`src/rtl/core/prl_pkg.sv`:
```
// ----------------------------------------------------------------------------
// prl_pkg: shared types, constants and table math for the page reuse scorer
// Feature layout, register codes and the elaboration-time sigmoid entry.
// ----------------------------------------------------------------------------
package prl_pkg;

   localparam int unsigned FEATURE_COUNT               = 7;
   localparam int unsigned SIGMOID_TABLE_DEPTH_DEFAULT = 1024;

   localparam int unsigned WEIGHT_W    = 24;
   localparam int unsigned BIAS_W      = 32;
   localparam int unsigned FEAT_W      = 20;
   localparam int unsigned PROD_W      = FEAT_W + 1 + WEIGHT_W;
   localparam int unsigned SCORE_W     = 48;
   localparam int unsigned ZC_W        = 20;
   localparam int unsigned PROB_W      = 16;
   localparam int unsigned CSR_INDEX_W = 4;
   localparam int unsigned CSR_DATA_W  = 32;
   localparam int unsigned AVG_SHIFT   = 4;

   localparam int unsigned FEAT_FREQ_SHORT  = 0;
   localparam int unsigned FEAT_FREQ_MID    = 1;
   localparam int unsigned FEAT_FREQ_LONG   = 2;
   localparam int unsigned FEAT_RECENCY     = 3;
   localparam int unsigned FEAT_LAST_REUSE  = 4;
   localparam int unsigned FEAT_AVG_REUSE   = 5;
   localparam int unsigned FEAT_REUSE_COUNT = 6;

   localparam logic [CSR_INDEX_W-1:0] CSR_W_FREQ_SHORT  = 4'd0;
   localparam logic [CSR_INDEX_W-1:0] CSR_W_FREQ_MID    = 4'd1;
   localparam logic [CSR_INDEX_W-1:0] CSR_W_FREQ_LONG   = 4'd2;
   localparam logic [CSR_INDEX_W-1:0] CSR_W_RECENCY     = 4'd3;
   localparam logic [CSR_INDEX_W-1:0] CSR_W_LAST_REUSE  = 4'd4;
   localparam logic [CSR_INDEX_W-1:0] CSR_W_AVG_REUSE   = 4'd5;
   localparam logic [CSR_INDEX_W-1:0] CSR_W_REUSE_COUNT = 4'd6;
   localparam logic [CSR_INDEX_W-1:0] CSR_BIAS          = 4'd7;

   localparam logic [63:0] ONE_Q31 = 64'd1 << 31;

   typedef struct packed {
      logic [7:0]  freq_short;
      logic [7:0]  freq_mid;
      logic [7:0]  freq_long;
      logic [15:0] recency;
      logic [15:0] last_reuse_dist;
      logic [19:0] avg_reuse_dist;
      logic [15:0] reuse_hits;
   } feature_type;

   typedef logic [FEATURE_COUNT-1:0][WEIGHT_W-1:0] weight_vec_type;

   // unsigned feature times signed weight, sign-extended to score width
   function automatic logic signed [SCORE_W-1:0] feature_product(
      input logic [FEAT_W-1:0]   x,
      input logic [WEIGHT_W-1:0] w
   );
      logic signed [PROD_W-1:0] p;
      p = $signed({1'b0, x}) * $signed(w);
      return SCORE_W'(p);
   endfunction

   // shift-subtract quotient, elaboration use only
   function automatic logic [63:0] udiv64(
      input logic [63:0] num,
      input logic [63:0] den
   );
      logic [63:0] rem;
      logic [63:0] quo;
      rem = '0;
      quo = '0;
      for (int b = 63; b >= 0; b--) begin
         rem = {rem[62:0], num[b]};
         if (rem >= den) begin
            rem    = rem - den;
            quo[b] = 1'b1;
         end
      end
      return quo;
   endfunction

   // sigmoid at the midpoint of entry idx, Q0.16
   function automatic logic [PROB_W-1:0] sigmoid_entry(
      input int unsigned idx,
      input int unsigned depth
   );
      logic [63:0]        dep;
      logic [63:0]        twice;
      logic [63:0]        gap;
      logic [63:0]        u;
      logic [63:0]        term;
      logic [63:0]        r;
      logic [63:0]        den;
      logic [63:0]        p;
      logic signed [63:0] sum;
      logic               nonneg;
      dep    = 64'(depth);
      twice  = (64'(idx) << 1) | 64'd1;
      nonneg = (twice >= dep);
      gap    = nonneg ? (twice - dep) : (dep - twice);
      u      = udiv64(gap << 30, dep);
      term   = ONE_Q31;
      sum    = $signed(ONE_Q31);
      for (int n = 1; n <= 24; n++) begin
         term = udiv64((term * u) >> 31, 64'(n));
         if ((n & 1) != 0) begin
            sum = sum - $signed(term);
         end else begin
            sum = sum + $signed(term);
         end
      end
      if (sum < 0) begin
         sum = '0;
      end
      r = $unsigned(sum);
      if (r > ONE_Q31) begin
         r = ONE_Q31;
      end
      for (int k = 0; k < 4; k++) begin
         r = (r * r + (ONE_Q31 >> 1)) >> 31;
      end
      den = ONE_Q31 + r;
      if (nonneg) begin
         p = udiv64((64'd1 << 47) + (den >> 1), den);
      end else begin
         p = udiv64((r << 16) + (den >> 1), den);
      end
      if (p > 64'd65535) begin
         p = 64'd65535;
      end
      return p[PROB_W-1:0];
   endfunction

endpackage

```
`src/rtl/core/prl_csr_if.sv`:
```
// ----------------------------------------------------------------------------
// prl_csr_if: register write channel
// Valid/ready channel carrying a register index and write data per beat.
// ----------------------------------------------------------------------------
interface prl_csr_if;
   logic                               valid;
   logic                               ready;
   logic [prl_pkg::CSR_INDEX_W-1:0]    index;
   logic [prl_pkg::CSR_DATA_W-1:0]     data;

   modport source (
      output valid, index, data,
      input  ready
   );
   modport sink (
      input  valid, index, data,
      output ready
   );
endinterface

```
`src/rtl/core/prl_csr.sv`:
```
// ----------------------------------------------------------------------------
// prl_csr: weight and bias registers
// Holds the seven folded weights and the folded bias; unknown indexes drop.
// ----------------------------------------------------------------------------
module prl_csr (
   input  logic                                clock,
   input  logic                                reset,
   prl_csr_if.sink                             csr_ch,
   output prl_pkg::weight_vec_type             weights,
   output logic [prl_pkg::BIAS_W-1:0]          bias
);
   import prl_pkg::*;

   weight_vec_type      weight_ff;
   weight_vec_type      weight_in;
   logic [BIAS_W-1:0]   bias_ff;
   logic [BIAS_W-1:0]   bias_in;

   assign csr_ch.ready = 1'b1;

   always_comb begin
      weight_in = weight_ff;
      bias_in   = bias_ff;
      if (csr_ch.valid) begin
         case (csr_ch.index)
            CSR_W_FREQ_SHORT:  weight_in[FEAT_FREQ_SHORT]  = csr_ch.data[WEIGHT_W-1:0];
            CSR_W_FREQ_MID:    weight_in[FEAT_FREQ_MID]    = csr_ch.data[WEIGHT_W-1:0];
            CSR_W_FREQ_LONG:   weight_in[FEAT_FREQ_LONG]   = csr_ch.data[WEIGHT_W-1:0];
            CSR_W_RECENCY:     weight_in[FEAT_RECENCY]     = csr_ch.data[WEIGHT_W-1:0];
            CSR_W_LAST_REUSE:  weight_in[FEAT_LAST_REUSE]  = csr_ch.data[WEIGHT_W-1:0];
            CSR_W_AVG_REUSE:   weight_in[FEAT_AVG_REUSE]   = csr_ch.data[WEIGHT_W-1:0];
            CSR_W_REUSE_COUNT: weight_in[FEAT_REUSE_COUNT] = csr_ch.data[WEIGHT_W-1:0];
            CSR_BIAS:          bias_in = csr_ch.data[BIAS_W-1:0];
            default: begin
            end
         endcase
      end
   end

   always_ff @(posedge clock) begin
      if (reset) begin
         weight_ff <= '0;
         bias_ff   <= '0;
      end else begin
         weight_ff <= weight_in;
         bias_ff   <= bias_in;
      end
   end

   assign weights = weight_ff;
   assign bias    = bias_ff;

endmodule

```
`src/flat_wrapper.sv`:
```
// flat-port wrapper written by rule: the top's interface ports become plain ports
module prl_csr_flat import prl_pkg::*;
  (clock, reset, weights, bias, csr_ch_valid, csr_ch_index, csr_ch_data, csr_ch_ready);
  prl_csr_if csr_ch_i ();
  input  logic clock;
  input  logic reset;
  output prl_pkg::weight_vec_type weights;
  output logic [prl_pkg::BIAS_W-1:0] bias;
  input wire logic [$bits(csr_ch_i.valid)-1:0] csr_ch_valid;
  input wire logic [$bits(csr_ch_i.index)-1:0] csr_ch_index;
  input wire logic [$bits(csr_ch_i.data)-1:0] csr_ch_data;
  output wire logic [$bits(csr_ch_i.ready)-1:0] csr_ch_ready;
  assign csr_ch_i.valid = csr_ch_valid;
  assign csr_ch_i.index = csr_ch_index;
  assign csr_ch_i.data = csr_ch_data;
  assign csr_ch_ready = csr_ch_i.ready;
  prl_csr u_core (.clock(clock), .reset(reset), .csr_ch(csr_ch_i), .weights(weights), .bias(bias));
endmodule
```
`config.mk`:
```
export PLATFORM = sky130hd
export DESIGN_NAME = prl_csr_flat
export DESIGN_NICKNAME = d
export VERILOG_FILES = /design/src/rtl/core/prl_pkg.sv /design/src/rtl/core/prl_csr_if.sv /design/src/rtl/core/prl_csr.sv /design/src/flat_wrapper.sv
export SDC_FILE = /design/constraint.sdc
export NUM_CORES = 1
export LEC_CHECK = 0
export BUFFER_PORTS_ARGS = -buffer_cell sky130_fd_sc_hd__clkbuf_2
export CAP_MARGIN = 20
export CORE_MARGIN = 5
export CORE_UTILIZATION = 40
export CTS_CLUSTER_SIZE = 28
export DETAILED_ROUTE_END_ITERATION = 10
export PLACE_DENSITY = 0.68
export SYNTH_ARGS = -nofsm -noshare
export SYNTH_HDL_FRONTEND = slang
export SYNTH_SLANG_ARGS = --single-unit
```
`constraint.sdc`:
```
create_clock -name clock -period 2.86 [get_ports clock]
set_input_delay 0.572 -clock clock [delete_from_list [all_inputs] [get_ports clock]]
set_output_delay 0.572 -clock clock [all_outputs]
set_load 0.03 [all_outputs]
```
==> flow_summary.ini, run 1 <==
[clock_tree]
clkLatencyLatePin_ps = 430
clockBufferDepth = 2
cts_resized = 0
post-cts-setup-buffers = 0
cts_inserted_buffers = 17
clock_sinks = 200
clkTransAtPathRegs_ps = 70
htree_levels = 4
cts_tree = done
cts_hold_buf = 0
clockRootBuffer = clkbuf_16

[run]
cap_violations = 0

[worst_setup_path]
crit_path_max_incr_delay_ps = 370
cp-start-kind = register
path_cells = clkbuf_2
crit_arrival_ps = 1010
worstSetupEndpointType = primary output
worst-path-buf-inv = 1
critPathMaxFanout = 2
critPathKind = reg -> out
critPathTopFamily = flip-flops
worstPathRequired_ps = 2290
cp_slowest_cell = dfxtp_1

[power_and_ir_drop]
peakVddDrop_mv = 0.351
power_mw = 5.62
leakagePower_nw = 5.17
pwr_density_cell_mw_per_mm2 = 571

[timing]
worst_pin_slew_ps = 872
hold_viol_final = 0
drv_slew = 0
min_period_ps = 1580
setup_tns_ps = 0
whs_ps = 395
fmax_mhz = 632
finalSetupViolations = 0
period_share_pct = 55.3
setup_ws_ps = 1280
rsz0062_at_grt = no
fin_skew_ps = 0
relSlewSlack_pct = 41.7

[synth]
ys.flop_type = dfxtp_1
yosysWarnings = 0
syn_area_per_cell_um2 = 11.2
async_flop_share_pct = 0
yosys.area.top_type = dfxtp_1
yosysMostFrequentCell = nand2b_1
synthCells = 716
synthTopCellsByArea = dfxtp_1 50%, mux2i_1 25%, nand2b_1 18%, buf_6 1.7%, clkbuf_1 1.6%
synth-edff-count = 0
yosys-top-cells-count = 229 x nand2b_1, 200 x dfxtp_1, 200 x mux2i_1
synth_cell_types = 20
syn-cell-area_mm2 = 0.00802
yosysSeqAreaShare_pct = 49.9
synth_top_cell_area_share_pct = 49.9
syn_nets = 755
ys_ff_latch = 200

[global_routing]
grt_first_pass_wirelength_mm = 31.7
use_met1_pct = 23.1
use_met2_pct = 28.6
met3_usage_pct = 5.18
grt_usage_pct = 17.7
antenna_found_initial = 0
grt_max_degree = 66
grt_overflow = 0
grt.busiest_layer = met2
grt_pass1_vias = 5536

[placement]
dp_slack_ps = 845
dp_hpwl_mm = 14.2
finalWeightedCongestion = 0.761
port_buffers = 238

[route]
ant_nets = 0
drtIter0Drc = 150
routed-via-count = 5595
drtPass1Iterations = 4
viasPerCell = 4.69
drc = 0
wl_per_cell_um = 17.3
drt-total-wl_mm = 20.7

[die]
die_y_um = 152
die-area_mm2 = 0.0230
floorplan.die.width_um = 152
core_area_mm2 = 0.0196
start_util_pct = 41.0
ios = 240
fp-row-count = 51

[run_status]
status = finished, final reports clean

[worst_hold_path]
hold_path_class = in -> reg

[cells_and_area]
drive_gt1_share_pct = 31.5
area_delta_synth_final_pct = 22.8
final_util_pct = 50.3
fin_nets = 955
diodes = 0
## metrics by stage
step / std cells / instance area [µm²]
detailed placement: 1162 / 9260
global placement: 1162 / 9260
global route: 1194 / 9850
finish: 1194 / 9850
floorplan: 716 / 8020
CTS: 1194 / 9850
## cell usage in the layout (no fill, tap or decap), drive strengths merged
cell type / n
and2: 1
and3b: 2
and4: 1
buf: 12
bufinv: 1
clkbuf: 256
clkinv: 4
clkinvlp: 3
conb: 1
dfxtp: 200
inv: 5
mux2i: 200
nand2: 6
nand2b: 229
nand4: 2
nor2: 1
nor2b: 1
nor3b: 1
or2b: 3
## layout make-up
class / instances / area, µm²
Clock buffer: 19 / 453
Tap cell: 265 / 332
Fill cell: 1802 / 9740
Timing Repair Buffer: 249 / 1310
Multi-Input combinational cell: 448 / 3610
Sequential cell: 200 / 4000
Clock inverter: 13 / 135
## final timing paths
| kind | start | endpoint | slack, ps | depth (start not counted) |
|---|---|---|---|---|
| worst max-delay path | u_core.weights[161]$_SDFFE_PP0P_ | weights[161] | 1280 | 1 |
| worst min-delay path | csr_ch_data[28] | u_core.bias[28]$_SDFFE_PP0P_ | 400 | 3 |
| worst max register to register | u_core.weights[38]$_SDFFE_PP0P_ | u_core.weights[38]$_SDFFE_PP0P_ | 2210 | 2 |
| worst min register to register | u_core.bias[30]$_SDFFE_PP0P_ | u_core.bias[30]$_SDFFE_PP0P_ | 470 | 2 |
## cells by family (layout without fill, tap and decap cells)
| family | Yosys count | count (layout) | share of synthesized area, % |
|---|---|---|---|
| AND/OR/NAND/NOR | 247 | 247 | 20.0 |
| multiplexers | 200 | 200 | 25.0 |
| flip-flops | 200 | 200 | 49.9 |
| buffers and inverters | 68 | 281 | 5.07 |
| other | 1 | 1 | 0.0467 |
## sequential cells by signal, indices dropped and copies added (netlist names)
signal          flops
u_core.bias        32
u_core.weights    168
## routing by layer
layer | vias to the layer above | wire length [µm]
met3 | 22 | 1470
met1 | 2683 | 9360
li1 | 2731 | -
met4 | 0 | 335
met5 | - | 0
met2 | 159 | 9530
## power breakdown
part / internal (mW) / switching (mW) / total (mW)
clock: 1.28 / 1.12 / 2.39
combinational: 0.149 / 0.239 / 0.388
sequential: 2.82 / 0.0199 / 2.84
(Power assumes the default switching activity.)
==> run 2, diff against run 1 <==
- clock period: 2.86 -> 1.65 ns (I/O delays scaled with it)
==> flow_summary.ini, run 2 (synthesized netlist as in run 1, its figures left out) <==
[run_status]
status = finished, final reports clean

[clock_tree]
clkLatencyLatePin_ps = 420
cts_inserted_buffers = 17
cts_resized = 0
clock_sinks = 200
clockBufferDepth = 2
post-cts-setup-buffers = 0
clkTransAtPathRegs_ps = 80
clockRootBuffer = clkbuf_16
htree_levels = 4
cts_hold_buf = 0
cts_tree = done

[worst_setup_path]
worstSetupEndpointType = primary output
worstPathRequired_ps = 1320
cp_slowest_cell = dfxtp_1
critPathMaxFanout = 2
worst-path-buf-inv = 1
path_cells = clkbuf_2
cp-start-kind = register
crit_path_max_incr_delay_ps = 370
critPathKind = reg -> out
critPathTopFamily = flip-flops
crit_arrival_ps = 1030

[timing]
setup_tns_ps = 0
drv_slew = 0
whs_ps = 148
rsz0062_at_grt = no
hold_viol_final = 0
min_period_ps = 1360
period_share_pct = 82.5
finalSetupViolations = 0
fmax_mhz = 735
fin_skew_ps = 0

[cells_and_area]
final_common_cell = clkbuf_2
fin_cells = 1204
layout_common_cells = 237 x clkbuf_2, 229 x nand2b_1, 200 x mux2i_1, 200 x dfxtp_1, 17 x clkbuf_16
fillers = 1827
diodes = 0
fin_nets = 965
largest_reg_flops = 168
drive_gt1_share_pct = 32.2
final_util_pct = 50.9
area_delta_synth_final_pct = 24.2

[power_and_ir_drop]
clkPwrFrac_pct = 41.8
leakagePower_nw = 5.24
seq_power_share_pct = 51.1
pwr_density_cell_mw_per_mm2 = 966
peakVddDrop_mv = 0.659
p_comb_share_pct = 7.1
power_mw = 9.62
power_switching_mw = 2.41
switching_share_pct = 25.0
p_int_mw = 7.22

[die]
core_area_mm2 = 0.0196
start_util_pct = 41.0
die_y_um = 152
fp-row-count = 51
die-area_mm2 = 0.0230
floorplan.die.width_um = 152
ios = 240

[route]
routed-via-count = 5614
viasPerCell = 4.66
ant_nets = 0
drc = 0
drt-total-wl_mm = 20.9
wl_per_cell_um = 17.3
drtPass1Iterations = 4
drtIter0Drc = 135

[global_routing]
grt_overflow = 0
grt_first_pass_wirelength_mm = 32.3
antenna_found_initial = 0
grt_max_degree = 70
grt_usage_pct = 18.2
grt_pass1_vias = 5776

[run]
cap_violations = 0

[placement]
finalWeightedCongestion = 0.765
port_buffers = 238
dp_hpwl_mm = 14.3
dp.cells = 1172

[worst_hold_path]
hold_path_class = in -> reg
==> run 2: final timing paths <==
path                                   start                              end  slack (ps)  cells past startpoint
min reg2reg  u_core.weights[59]$_SDFFE_PP0P_  u_core.weights[59]$_SDFFE_PP0P_         470                      2
min                          csr_ch_data[26]     u_core.bias[26]$_SDFFE_PP0P_         150                      3
max              u_core.bias[6]$_SDFFE_PP0P_                          bias[6]         290                      1
max reg2reg  u_core.weights[16]$_SDFFE_PP0P_  u_core.weights[16]$_SDFFE_PP0P_        1010                      2
==> run 2: power groups by stage <==
stage	registers [mW]	clock network (mW)	logic [mW]
after global placement	5.03	0	0.687
after CTS	4.92	4.11	0.692
final	4.92	4.02	0.684
after detailed placement	5.03	0	0.690
after floorplan	5.15	0	0.351
after global routing	4.93	4.32	0.732
==> run 2: stage by stage <==
step	instance area (µm²)	setup WS, ps
after floorplan	8020	372
after global placement	9400	240
after detailed placement	9400	212
after CTS	9960	267
after global routing	9960	236
final	9960	289
==> run 2: layout make-up <==
class / count / area (µm²) / share of cell area, %
Clock buffer: 20 / 457 / 4.58
Multi-Input combinational cell: 448 / 3610 / 36.3
Sequential cell: 200 / 4000 / 40.2
Clock inverter: 12 / 106 / 1.07
Timing Repair Buffer: 259 / 1450 / 14.6
Tap cell: 265 / 332 / 3.33
==> run 2: worst reg2reg max path: cells and delay by family (launching register included) <==
kind | cells | cell delay, ps
flops | 1 | 370
simple gates | 1 | 70
mux | 1 | 130
==> run 2: per-layer routing <==
| layer | part of all wire [%] | vias to the layer above | GRT usage (%) |
|---|---|---|---|
| li1 | - | 2759 | - |
| met1 | 46 | 2672 | 24.1 |
| met2 | 45 | 159 | 28.7 |
| met3 | 7.1 | 24 | 4.82 |
| met4 | 2.0 | 0 | 6.51 |
| met5 | 0 | - | 0 |
==> run 3, diff against run 2 <==
- clock period: 1.65 -> 1.3 ns (I/O delays scaled with it)
==> flow_summary.ini, run 3 (synthesized netlist as in run 1, its figures left out) <==
[clock_tree]
cts_inserted_buffers = 17
cts_hold_buf = 0
post-cts-setup-buffers = 0
clockBufferDepth = 2
clockRootBuffer = clkbuf_16
cts_tree = done
htree_levels = 4
clock_sinks = 200
clkTransAtPathRegs_ps = 80
clkLatencyLatePin_ps = 430

[die]
fp-row-count = 51
floorplan.die.width_um = 152
die-area_mm2 = 0.0230
start_util_pct = 41.0
die_y_um = 152
core_area_mm2 = 0.0196
ios = 240

[worst_hold_path]
hold_end = u_core.bias[29]$_SDFFE_PP0P_
hold_path_class = in -> reg
hold_path.startpoint = csr_ch_data[29]
holdPathStages = 3

[placement]
dp_hpwl_mm = 15.0
finalWeightedCongestion = 0.749
dp.cells = 1200
port_buffers = 238

[worst_setup_path]
cp_slowest_cell = dfxtp_1
critPathKind = reg -> out
crit_arrival_ps = 1010
cp-start-kind = register
critPathMaxFanout = 2
critPathTopFamily = flip-flops
rr_worst_depth = 2
worstSetupEndpointType = primary output
worstPathRequired_ps = 1040
crit_path_max_incr_delay_ps = 370
path_cells = buf_2
timing.rr.start = u_core.weights[67]$_SDFFE_PP0P_
rr_endpoint = u_core.weights[67]$_SDFFE_PP0P_
reg2reg_slack_ps = 640
worst-path-buf-inv = 1

[route]
drtIter0Drc = 188
drc = 0
drt-total-wl_mm = 20.9
drtPass1Iterations = 4
viasPerCell = 4.61
routed-via-count = 5680
wl_per_cell_um = 17.0
ant_nets = 0

[global_routing]
grt_max_degree = 61
grt_overflow = 0
grt_pass1_vias = 5747
grt_first_pass_wirelength_mm = 31.8
antenna_found_initial = 0
grt_usage_pct = 17.9

[cells_and_area]
drive_gt1_share_pct = 34.3
area_delta_synth_final_pct = 30.7
fin_nets = 993
fin_cells = 1232
diodes = 0
final_util_pct = 53.5
layout_common_cells = 229 x nand2b_1, 200 x mux2i_1, 198 x dfxtp_1
final_common_cell = nand2b_1
largest_reg_flops = 168

[run_status]
status = finished, final reports clean

[timing]
hold_viol_final = 0
fin_skew_ps = 0
setup_tns_ps = 0
min_period_ps = 1270
period_share_pct = 97.8
finalSetupViolations = 0
drv_slew = 0
fmax_mhz = 787

[power_and_ir_drop]
power_switching_mw = 3.13
power_mw = 12.5
p_int_mw = 9.37
switching_share_pct = 25.0
p_comb_share_pct = 7.8
pwr_density_cell_mw_per_mm2 = 1190
seq_power_share_pct = 50.0
peakVddDrop_mv = 0.817
clkPwrFrac_pct = 42.3
leakagePower_nw = 5.51

[run]
cap_violations = 0
## run 3: cell count changes in the layout (fill, tap and decap cells not counted), sizes merged
cell	before	now
clkbuf	257	198
clkinvlp	3	2
clkinv	3	6
inv	6	5
buf	22	107
bufinv	0	1
## run 3: metal layers
metal | vias to the layer above | GRT usage [%] | routed length (µm)
met4 | 0 | 5.08 | 337
met5 | - | 0 | 0
met3 | 21 | 4.94 | 1270
met1 | 2693 | 23.6 | 9580
met2 | 155 | 28.9 | 9710
li1 | 2811 | - | -
## run 3: what timing repair did
item	CTS	global route
setup endpoints to repair	11	81
endpoints found under the hold margin	0	0
resized for setup	13	119
pin swaps	0	0
## run 3: worst max-delay path by stage
stage / startpoint / endpoint / slack, ps / cells after the start
after floorplan: csr_ch_index[1] / u_core.bias[11]$_SDFFE_PP0P_ / 90 / 6
after global placement: csr_ch_index[0] / u_core.weights[6]$_SDFFE_PP0P_ / 20 / 5
after detailed placement: csr_ch_index[0] / u_core.weights[5]$_SDFFE_PP0P_ / -20 / 5
after CTS: u_core.bias[18]$_SDFFE_PP0P_ / bias[18] / 2 / 1
after global routing: u_core.weights[5]$_SDFFE_PP0P_ / weights[5] / -9 / 1
final: u_core.weights[72]$_SDFFE_PP0P_ / weights[72] / 30 / 1
## run 3: through the flow
step,hold WS [ps],worst slack [ps],cell area [µm²]
6_report,63.6,28.8,10500
5_1_grt,49.4,-9.37,10500
4_1_cts,46.3,2.08,10400
3_5_place_dp,461,-18.0,9770
3_3_place_gp,456,17.0,9770
2_1_floorplan,415,92.1,8020
## run 3: layout make-up
cell class | instances | area [µm²]
Sequential cell | 200 | 4010
Multi-Input combinational cell | 448 | 3610
Fill cell | 1763 | 9110
Timing Repair Buffer | 287 | 1940
Clock inverter | 14 | 164
Clock buffer | 18 | 429
Tap cell | 265 | 332
## run 3: power by group through the flow
stage | combinational [mW] | sequential [mW] | clock [mW]
after floorplan | 0.446 | 6.54 | 0
after global placement | 0.965 | 6.39 | 0
after detailed placement | 0.969 | 6.39 | 0
after CTS | 0.976 | 6.25 | 5.40
after global routing | 1.04 | 6.25 | 5.67
final | 0.970 | 6.25 | 5.28
